<file path="src/hdl/nfcpl_pkg.sv">
// Shared types, codes and helpers for the NFC poll protocol lock.
package nfcpl_pkg;

  localparam int unsigned CtrW  = 4;
  localparam int unsigned AddrW = 4;
  localparam int unsigned DataW = 32;

  localparam logic [CtrW-1:0] CtrMax = 4'd15;

  typedef enum logic {
    PROTO_F = 1'b0,
    PROTO_A = 1'b1
  } proto_e;

  typedef enum logic [1:0] {
    KIND_TAG   = 2'd0,
    KIND_NOTAG = 2'd1,
    KIND_NOOBS = 2'd2
  } kind_e;

  // Raw outcome code that folds onto no observation
  localparam logic [1:0] OutcomeSpare = 2'd3;

  typedef enum logic [1:0] {
    LOCK_NONE = 2'd0,
    LOCK_F    = 2'd1,
    LOCK_A    = 2'd2
  } lock_e;

  typedef enum logic [1:0] {
    PH_FIRST    = 2'd0,
    PH_SECOND   = 2'd1,
    PH_FALLBACK = 2'd2
  } phase_e;

  typedef enum logic [1:0] {
    REG_LOCK_RELEASE = 2'd0,
    REG_F_CLEAN      = 2'd1,
    REG_F_NOISY      = 2'd2
  } reg_idx_e;

  localparam logic [CtrW-1:0] LockReleaseRst = 4'd3;
  localparam logic [CtrW-1:0] FCleanRst      = 4'd2;
  localparam logic [CtrW-1:0] FNoisyRst      = 4'd3;

  typedef struct packed {
    logic [CtrW-1:0] lock_release_count;
    logic [CtrW-1:0] f_clean_absence_count;
    logic [CtrW-1:0] f_noisy_fallback_count;
  } cfg_t;

  typedef struct packed {
    lock_e           locked_proto;
    proto_e          probe_proto;
    phase_e          sub_phase;
    logic [CtrW-1:0] lock_absence_ctr;
    logic [CtrW-1:0] f_absence_ctr;
    logic [CtrW-1:0] f_noisy_ctr;
    logic            first_was_noisy;
  } state_t;

  typedef struct packed {
    proto_e next_protocol;
    logic   call_done;
    kind_e  reported_kind;
    lock_e  lock_status;
  } res_t;

  function automatic logic [CtrW-1:0] sat_inc(input logic [CtrW-1:0] v);
    return (v == CtrMax) ? CtrMax : v + 1'b1;
  endfunction

endpackage

</file>
<file path="src/hdl/nfcpl_if.sv">
// Valid/ready channels for poll requests and lock results.
interface nfcpl_req_if;
  logic       valid;
  logic       ready;
  logic       req_type;
  logic [1:0] poll_outcome;

  modport source (output valid, output req_type, output poll_outcome, input ready);
  modport sink   (input valid, input req_type, input poll_outcome, output ready);
endinterface

interface nfcpl_res_if;
  logic       valid;
  logic       ready;
  logic       next_protocol;
  logic       call_done;
  logic [1:0] reported_kind;
  logic [1:0] lock_status;

  modport source (output valid, output next_protocol, output call_done,
                  output reported_kind, output lock_status, input ready);
  modport sink   (input valid, input next_protocol, input call_done,
                  input reported_kind, input lock_status, output ready);
endinterface

</file>
<file path="src/hdl/nfcpl_core.sv">
// Lock state register and the per-beat decision logic.
module nfcpl_core (
  input  logic            clk_i,
  input  logic            rst_ni,
  input  nfcpl_pkg::cfg_t cfg_i,
  input  logic            step_i,
  input  logic            req_type_i,
  input  logic [1:0]      poll_outcome_i,
  output nfcpl_pkg::res_t res_o
);
  import nfcpl_pkg::*;

  state_t          state_q, state_d;
  kind_e           oc;
  kind_e           kind;
  logic            done;
  proto_e          polled;
  logic [CtrW-1:0] ctr_inc;

  always_comb begin
    state_d = state_q;
    done    = 1'b0;
    kind    = KIND_TAG;
    polled  = PROTO_F;
    ctr_inc = '0;
    oc      = (poll_outcome_i == OutcomeSpare) ? KIND_NOOBS : kind_e'(poll_outcome_i);

    if (req_type_i) begin
      state_d = '0;
    end else if (state_q.sub_phase == PH_SECOND || state_q.sub_phase == PH_FALLBACK) begin
      polled = (state_q.sub_phase == PH_SECOND) ? proto_e'(~state_q.probe_proto) : PROTO_A;
      done   = 1'b1;
      state_d.lock_absence_ctr = '0;
      state_d.f_absence_ctr    = '0;
      state_d.f_noisy_ctr      = '0;
      if (oc == KIND_TAG) begin
        state_d.locked_proto = (polled == PROTO_A) ? LOCK_A : LOCK_F;
        state_d.probe_proto  = polled;
        kind = KIND_TAG;
      end else begin
        state_d.probe_proto = PROTO_F;
        if (state_q.sub_phase == PH_SECOND) begin
          kind = (state_q.first_was_noisy || oc == KIND_NOOBS) ? KIND_NOOBS : KIND_NOTAG;
        end else begin
          kind = oc;
        end
      end
      state_d.sub_phase = PH_FIRST;
    end else if (state_q.locked_proto == LOCK_F || state_q.locked_proto == LOCK_A) begin
      done = 1'b1;
      kind = oc;
      case (oc)
        KIND_TAG: begin
          state_d.lock_absence_ctr = '0;
          state_d.f_absence_ctr    = '0;
          state_d.f_noisy_ctr      = '0;
        end
        KIND_NOOBS: begin
          state_d.lock_absence_ctr = '0;
          state_d.f_absence_ctr    = '0;
          if (state_q.locked_proto == LOCK_F) begin
            ctr_inc = sat_inc(state_q.f_noisy_ctr);
            state_d.f_noisy_ctr = ctr_inc;
            // Too noisy on F: drop the lock and try A once
            if (ctr_inc >= cfg_i.f_noisy_fallback_count) begin
              state_d.locked_proto = LOCK_NONE;
              state_d.sub_phase    = PH_FALLBACK;
              done = 1'b0;
            end
          end
        end
        default: begin
          state_d.f_noisy_ctr = '0;
          ctr_inc = sat_inc(state_q.lock_absence_ctr);
          state_d.lock_absence_ctr = ctr_inc;
          if (ctr_inc >= cfg_i.lock_release_count) begin
            state_d.locked_proto     = LOCK_NONE;
            state_d.probe_proto      = PROTO_F;
            state_d.lock_absence_ctr = '0;
            state_d.f_absence_ctr    = '0;
            state_d.f_noisy_ctr      = '0;
          end
        end
      endcase
    end else begin
      state_d.locked_proto = LOCK_NONE;
      state_d.sub_phase    = PH_FIRST;
      if (oc == KIND_TAG) begin
        state_d.locked_proto     = (state_q.probe_proto == PROTO_A) ? LOCK_A : LOCK_F;
        state_d.lock_absence_ctr = '0;
        state_d.f_absence_ctr    = '0;
        state_d.f_noisy_ctr      = '0;
        done = 1'b1;
        kind = KIND_TAG;
      end else if (state_q.probe_proto == PROTO_F && oc == KIND_NOOBS) begin
        ctr_inc = sat_inc(state_q.f_noisy_ctr);
        state_d.f_noisy_ctr = ctr_inc;
        if (ctr_inc < cfg_i.f_noisy_fallback_count) begin
          state_d.f_absence_ctr = '0;
          done = 1'b1;
          kind = KIND_NOOBS;
        end else begin
          state_d.sub_phase = PH_FALLBACK;
        end
      end else begin
        if (state_q.probe_proto == PROTO_F) begin
          state_d.f_noisy_ctr = '0;
          ctr_inc = sat_inc(state_q.f_absence_ctr);
          state_d.f_absence_ctr = ctr_inc;
        end
        // Hold on F until enough clean absences, then probe the other protocol
        if (state_q.probe_proto == PROTO_F && ctr_inc < cfg_i.f_clean_absence_count) begin
          done = 1'b1;
          kind = KIND_NOTAG;
        end else begin
          state_d.first_was_noisy = (oc == KIND_NOOBS);
          state_d.sub_phase       = PH_SECOND;
        end
      end
    end

    res_o.call_done   = done;
    res_o.lock_status = state_d.locked_proto;
    // A restart points back at F with the cleared state
    if (!done && !req_type_i) begin
      res_o.next_protocol = (state_d.sub_phase == PH_SECOND) ?
                            proto_e'(~state_d.probe_proto) : PROTO_A;
      res_o.reported_kind = KIND_TAG;
    end else begin
      res_o.reported_kind = kind;
      if (state_d.locked_proto == LOCK_A) begin
        res_o.next_protocol = PROTO_A;
      end else if (state_d.locked_proto == LOCK_F) begin
        res_o.next_protocol = PROTO_F;
      end else begin
        res_o.next_protocol = state_d.probe_proto;
      end
    end
  end

  always_ff @(posedge clk_i or negedge rst_ni) begin
    if (!rst_ni) begin
      state_q <= '0;
    end else if (step_i) begin
      state_q <= state_d;
    end
  end

endmodule

</file>
<file path="src/hdl/nfc_poll_protocol_lock_unit.sv">
// NFC poll protocol lock: one poll outcome or restart beat in, one decision beat out.
// The block accepts a request beat on every clock cycle while its skid stage is empty and
// returns the matching result through its output register. The lock state, probe
// protocol, sub-poll phase and three saturating debounce counters are updated once per
// accepted beat in the core, so the rate is one beat per cycle; an output stall of more than
// one beat fills the skid stage and then holds off requests until results are taken.
// Thresholds sit in three 4-bit APB registers at byte offsets 0, 4 and 8 and should be
// written only while no beat is outstanding.
module nfc_poll_protocol_lock_unit (
  input  logic                        clk_i,
  input  logic                        rst_ni,
  nfcpl_req_if.sink                   req_i,
  nfcpl_res_if.source                 res_o,
  input  logic                        psel,
  input  logic                        penable,
  input  logic                        pwrite,
  input  logic [nfcpl_pkg::AddrW-1:0] paddr,
  input  logic [nfcpl_pkg::DataW-1:0] pwdata,
  output logic [nfcpl_pkg::DataW-1:0] prdata,
  output logic                        pready
);
  import nfcpl_pkg::*;

  cfg_t     cfg_q;
  reg_idx_e reg_idx;
  logic     cfg_wr;
  res_t     res_d;
  res_t     out_q, skid_q;
  logic     out_valid_q, skid_valid_q;
  logic     accept, take;

  assign pready  = 1'b1;
  assign reg_idx = reg_idx_e'(paddr[AddrW-1:2]);
  assign cfg_wr  = psel && penable && pwrite;

  always_ff @(posedge clk_i or negedge rst_ni) begin
    if (!rst_ni) begin
      cfg_q.lock_release_count     <= LockReleaseRst;
      cfg_q.f_clean_absence_count  <= FCleanRst;
      cfg_q.f_noisy_fallback_count <= FNoisyRst;
    end else if (cfg_wr) begin
      case (reg_idx)
        REG_LOCK_RELEASE: cfg_q.lock_release_count     <= pwdata[CtrW-1:0];
        REG_F_CLEAN:      cfg_q.f_clean_absence_count  <= pwdata[CtrW-1:0];
        REG_F_NOISY:      cfg_q.f_noisy_fallback_count <= pwdata[CtrW-1:0];
        default: ;
      endcase
    end
  end

  always_comb begin
    prdata = '0;
    case (reg_idx)
      REG_LOCK_RELEASE: prdata = {{(DataW-CtrW){1'b0}}, cfg_q.lock_release_count};
      REG_F_CLEAN:      prdata = {{(DataW-CtrW){1'b0}}, cfg_q.f_clean_absence_count};
      REG_F_NOISY:      prdata = {{(DataW-CtrW){1'b0}}, cfg_q.f_noisy_fallback_count};
      default:          prdata = '0;
    endcase
  end

  assign req_i.ready = !skid_valid_q;
  assign accept      = req_i.valid && !skid_valid_q;
  assign take        = out_valid_q && res_o.ready;

  nfcpl_core u_core (
    .clk_i          (clk_i),
    .rst_ni         (rst_ni),
    .cfg_i          (cfg_q),
    .step_i         (accept),
    .req_type_i     (req_i.req_type),
    .poll_outcome_i (req_i.poll_outcome),
    .res_o          (res_d)
  );

  // Output register with a one-beat skid stage behind it
  always_ff @(posedge clk_i or negedge rst_ni) begin
    if (!rst_ni) begin
      out_valid_q  <= 1'b0;
      skid_valid_q <= 1'b0;
    end else if (skid_valid_q) begin
      if (take) begin
        skid_valid_q <= 1'b0;
      end
    end else if (accept) begin
      if (out_valid_q && !take) begin
        skid_valid_q <= 1'b1;
      end else begin
        out_valid_q <= 1'b1;
      end
    end else if (take) begin
      out_valid_q <= 1'b0;
    end
  end

  always_ff @(posedge clk_i) begin
    if (skid_valid_q) begin
      if (take) begin
        out_q <= skid_q;
      end
    end else if (accept) begin
      if (out_valid_q && !take) begin
        skid_q <= res_d;
      end else begin
        out_q <= res_d;
      end
    end
  end

  assign res_o.valid         = out_valid_q;
  assign res_o.next_protocol = out_q.next_protocol;
  assign res_o.call_done     = out_q.call_done;
  assign res_o.reported_kind = out_q.reported_kind;
  assign res_o.lock_status   = out_q.lock_status;

endmodule
</file>
<file path="src/flat_wrapper.sv">
// flat-port wrapper written by rule: the top's interface ports become plain ports
module nfc_poll_protocol_lock_unit_flat import nfcpl_pkg::*;
  (clk_i, rst_ni, psel, penable, pwrite, paddr, pwdata, prdata, pready, req_i_valid, req_i_req_type, req_i_poll_outcome, req_i_ready, res_o_valid, res_o_next_protocol, res_o_call_done, res_o_reported_kind, res_o_lock_status, res_o_ready);
  nfcpl_req_if req_i_i ();
  nfcpl_res_if res_o_i ();
  input  logic clk_i;
  input  logic rst_ni;
  input  logic psel;
  input  logic penable;
  input  logic pwrite;
  input  logic [nfcpl_pkg::AddrW-1:0] paddr;
  input  logic [nfcpl_pkg::DataW-1:0] pwdata;
  output logic [nfcpl_pkg::DataW-1:0] prdata;
  output logic pready;
  input wire logic [$bits(req_i_i.valid)-1:0] req_i_valid;
  input wire logic [$bits(req_i_i.req_type)-1:0] req_i_req_type;
  input wire logic [$bits(req_i_i.poll_outcome)-1:0] req_i_poll_outcome;
  output wire logic [$bits(req_i_i.ready)-1:0] req_i_ready;
  output wire logic [$bits(res_o_i.valid)-1:0] res_o_valid;
  output wire logic [$bits(res_o_i.next_protocol)-1:0] res_o_next_protocol;
  output wire logic [$bits(res_o_i.call_done)-1:0] res_o_call_done;
  output wire logic [$bits(res_o_i.reported_kind)-1:0] res_o_reported_kind;
  output wire logic [$bits(res_o_i.lock_status)-1:0] res_o_lock_status;
  input wire logic [$bits(res_o_i.ready)-1:0] res_o_ready;
  assign req_i_i.valid = req_i_valid;
  assign req_i_i.req_type = req_i_req_type;
  assign req_i_i.poll_outcome = req_i_poll_outcome;
  assign req_i_ready = req_i_i.ready;
  assign res_o_valid = res_o_i.valid;
  assign res_o_next_protocol = res_o_i.next_protocol;
  assign res_o_call_done = res_o_i.call_done;
  assign res_o_reported_kind = res_o_i.reported_kind;
  assign res_o_lock_status = res_o_i.lock_status;
  assign res_o_i.ready = res_o_ready;
  nfc_poll_protocol_lock_unit u_core (.clk_i(clk_i), .rst_ni(rst_ni), .req_i(req_i_i), .res_o(res_o_i), .psel(psel), .penable(penable), .pwrite(pwrite), .paddr(paddr), .pwdata(pwdata), .prdata(prdata), .pready(pready));
endmodule
</file>
<file path="config.mk">
export PLATFORM = sky130hd
export DESIGN_NAME = nfc_poll_protocol_lock_unit_flat
export DESIGN_NICKNAME = d
export VERILOG_FILES = /design/src/hdl/nfcpl_pkg.sv /design/src/hdl/nfcpl_if.sv /design/src/hdl/nfcpl_core.sv /design/src/hdl/nfc_poll_protocol_lock_unit.sv /design/src/flat_wrapper.sv
export SDC_FILE = /design/constraint.sdc
export NUM_CORES = 1
export LEC_CHECK = 0
export ABC_AREA = 1
export BUFFER_PORTS_ARGS = -buffer_cell sky130_fd_sc_hd__buf_2
export CORE_MARGIN = 2
export CORE_UTILIZATION = 28
export DETAILED_ROUTE_END_ITERATION = 10
export PLACE_DENSITY_LB_ADDON = 0.15
export SYNTH_ARGS = -nofsm -noshare
export SYNTH_HDL_FRONTEND = slang
export SYNTH_SLANG_ARGS = --single-unit
export TNS_END_PERCENT = 5
</file>
<file path="constraint.sdc">
create_clock -name clk_i -period 2.4 [get_ports clk_i]
set_clock_uncertainty 0.05 [all_clocks]
set_input_delay 0.24 -clock clk_i [delete_from_list [all_inputs] [get_ports clk_i]]
set_output_delay 0.24 -clock clk_i [all_outputs]
set_load 0.03 [all_outputs]
</file>
==> parameters.txt <==
Parameter                              Value

Status
  Result of the run    complete, but fails checks
  Violations in the final reports    setup timing

Route
  Vias after detailed routing    2,510
  DR WL/cell    11.9 um
  DR pass1 iterations    4
  Remaining DRCs    0
  DRT Wirelength    7000 um
  Post-detailed-route count of antenna-violating nets    0
  Vias per cell    4.25
  1st-iter DRT viols    82

Worst setup path
  Critical-path maximum fanout    3
  Sort of element at the end of the critical path    register
  Reg-to-reg endpoint    u_core.res_o.next_protocol
  Internal reg-to-reg setup slack    -140 ps
  Data required time of the critical path    2420 ps
  Category of the critical setup timing path    reg2reg
  Critical path launch point type    register
  Critical register-to-register path startpoint    u_core.u_core.state_q[10]
  Crit path DAT    2560 ps
  Register-to-Register Path Depth    17
  Launching element of the worst setup path    u_core.u_core.state_q[10]

Timing
  Period minus WS final    2540 ps
  Least-Margin Pin Slew    801 ps
  Fin crit share    106%
  Slew Limit Fails    0
  Setup repair after global routing missed its margin    yes
  Finish-stage setup viols    12
  Relative max-transition margin    46.6%
  Fmax    0.394 GHz
  Setup TNS    -558 ps
  Setup WS post-layout    -137 ps
  Hold violation total from the final report    0

Job
  Max_cap viols    0

Synth
  Synthesized area per cell    7.73 um^2
  Total number of yosys warnings    0
  Number of synthesized register bits    44
  Number of instances in the synthesized netlist    393
  Number of distinct library cells after synthesis    39
  Combinational family with the most area after synthesis    simple AND/OR/NAND/NOR gates
  Main synth FF type    dfrtp_1
  Proportion of netlist area held by the largest area contributor    22.2%
  Synthesized cell area    0.00304 mm^2
  Top cell type by total area after synthesis    dfrtp_1
  Share of synthesized cell area in full adder, half adder and majority cells    6.59%
  Register area share after synthesis    38.4%
  Portion of netlist area occupied by mux cells    0%
  Async set-reset flop share out of synthesis    72.7%
  Number of synthesized flops with an enable pin    12
  Most common cell in the synthesized netlist    nand2_1
  Post-synthesis share of cell area spent on and, or, nand and nor gates    24.5%
  Leading cell types by count after synthesis    nand2_1 (89), inv_1 (62), buf_4 (30)
  Post-synthesis share of cell area spent on xor and xnor gates    0.288%
  Cell types occupying the most area after synthesis    dfrtp_1 (22%), edfxtp_1 (12%), nand2_1 (11%)
  Compound-cell area share of the yosys netlist    13.5%

Clock network
  Clk_lat worst skew    300 ps
  H-tree lvl count    2
  Number of CTS-inserted buffers    5
  Clock transition at the registers of the reported paths    90 ps
  CTS root buffer    clkbuf_8
  Clock tree from TritonCTS    built
  Count of clock tree sinks    44
  Maximum number of buffers from clock root to sink    2

GRT
  First-pass GRT wire length    11,500 um
  Vias in the first global route    2,460
  Antenna violations before repair    0
  Total global-route track usage    12.5%
  Pin count of the biggest net entering global routing    33
  Overflow left after global routing    0

Floorplanning
  Placeable core area    0.0107 mm^2
  Die height    108 um
  Die Area    0.0117 mm^2
  Initial Util    28.4%
  I/O pin total    87
  Row Count    38
  Die extent in x    108 um

Cells and area
  Diodes inserted    0
  Area growth from synthesis to layout    23.3%
  Filler-free cell count of the finished design    590
  Share of layout cells above drive strength 1    30.0%
  Layout fillers    1,150
  Area used by sequential logic in the layout    0.00117 mm^2
  Number of nets at the end of the flow    511
  Area of the multi-input gates    0.00169 mm^2

Place
  Post-Place Cells    576
  Total of buffers placed on input and output ports    27
  Worst setup slack before clock tree synthesis    -310 ps
  Placer congestion estimate    0.854
  HPWL after detailed placement    5430 um

Worst hold path
  Instance count along the most critical hold path    4
  Worst hold path type    in2reg
  Hold path startpoint    res_o_ready
  Min-Delay Endpoint    u_core.res_o.valid

Pwr
  Worst VDD drop    338 uV
  Power density over the cells    1000 mW/mm^2
  Lkg Pwr    1.84 nW
## routing by layer
layer	GRT usage [%]	wire (um)
met5	0	0
met1	16.2	3340
met2	21.8	3330
met3	2.35	281
met4	2.20	42
## final cells by class
| type | count | area share [%] |
|---|---|---|
| timing repair buffer | 54 | 9.18 |
| tap | 140 | 4.67 |
| sequential | 44 | 31.2 |
| multi-input combinational | 273 | 45.0 |
| clock buffer | 5 | 1.84 |
| inverter | 71 | 7.11 |
| clock inverter | 3 | 1.00 |
## worst max-delay path by stage
| stage | depth (start not counted) | slack, ps | to |
|---|---|---|---|
| after floorplan | 18 | 4 | u_core.res_o.next_protocol |
| after global placement | 18 | -280 | u_core.res_o.next_protocol |
| after detailed placement | 18 | -310 | u_core.res_o.next_protocol |
| after CTS | 18 | -120 | u_core.res_o.next_protocol |
| after global routing | 18 | -320 | u_core.res_o.next_protocol |
| final | 17 | -140 | u_core.res_o.next_protocol |
## state kept, by name, summed over array words and instances (netlist names), 2 cells and up
register and count:
u_core.res_o.lock_status 2, u_core.u_core.state_q 18, u_core.res_o.reported_kind 2, u_core.cfg_q 12, u_core.skid_q 6
## kinds of logic after synthesis
| kind of cell | Yosys count |
|---|---|
| and+or+nand+nor | 163 |
| buffers and inverters | 103 |
| AOI/OAI and AO/OA | 64 |
| DFF | 44 |
| adders and majority gates | 16 |
| other | 2 |
| xor gates and xnor gates | 1 |
## stage by stage
| step | util [%] | area [um^2] | hold slack [ps] | power, mW |
|---|---|---|---|---|
| after CTS | 33.9 | 3630 | 171 | 3.68 |
| after global placement | 31.8 | 3400 | 334 | 2.97 |
| after floorplan | - | 3170 | -106 | 2.50 |
| after detailed placement | 31.8 | 3400 | 339 | 2.99 |
| final | 35.0 | 3750 | 182 | 3.75 |
| after global routing | 35.0 | 3750 | 195 | 4.10 |
## repair_timing
action	in CTS	in global routing
buffers inserted	3	2
endpoints found under the setup margin	20	26
hold buffers	1	0
gates resized for setup	20	24
pin swaps	15	14
endpoints found under the hold margin	1	0
## worst max-delay path, cell delays in order (launching register included)
cell and delay [ps]:
dfrtp_1 410, ha_2 190, inv_2 80, nor2_2 40, nor3_2 220, inv_1 80
ha_1 280, nand2_1 60, inv_2 60, nand3_2 80, nand3_4 120, a21oi_2 70
o21ai_2 210, nand3_2 90, nand2_2 90, nand3_2 80, nand3_2 60, nand2_1 50
## power by group
part	total, mW	internal [mW]	switching (mW)
clock network	0.569	0.304	0.265
registers	1.15	1.02	0.126
logic	2.03	0.713	1.32
## cells in the final DEF (no fill, tap or decap), types with 3 or more instances in the layout
cell      Yosys  layout
a21oi_1       8       6
a21oi_4       1       3
buf_2         1      27
buf_4        30      25
clkbuf_8      0       5
conb_1        2      29
dfrtp_1      27      27
dfstp_2       5       5
edfxtp_1     12      12
ha_1         16       9
ha_2          0       3
ha_4          0       4
inv_1        62      59
inv_2         9      12
nand2_1      89      83
nand2_2       6      12
nand3_1      23      14
nand3_2       3       9
nand3_4       0       3
nand4_1       3       3
nor2_1       20      18
nor2_2        5       6
nor2_4        2       3
nor3_1        6       4
nor3_4        1       3
o211ai_1      4       4
o21ai_0      25      22
o21ai_1      10      13
o21ai_2       3       3
Note: power is estimated with default switching activity, not from simulation.
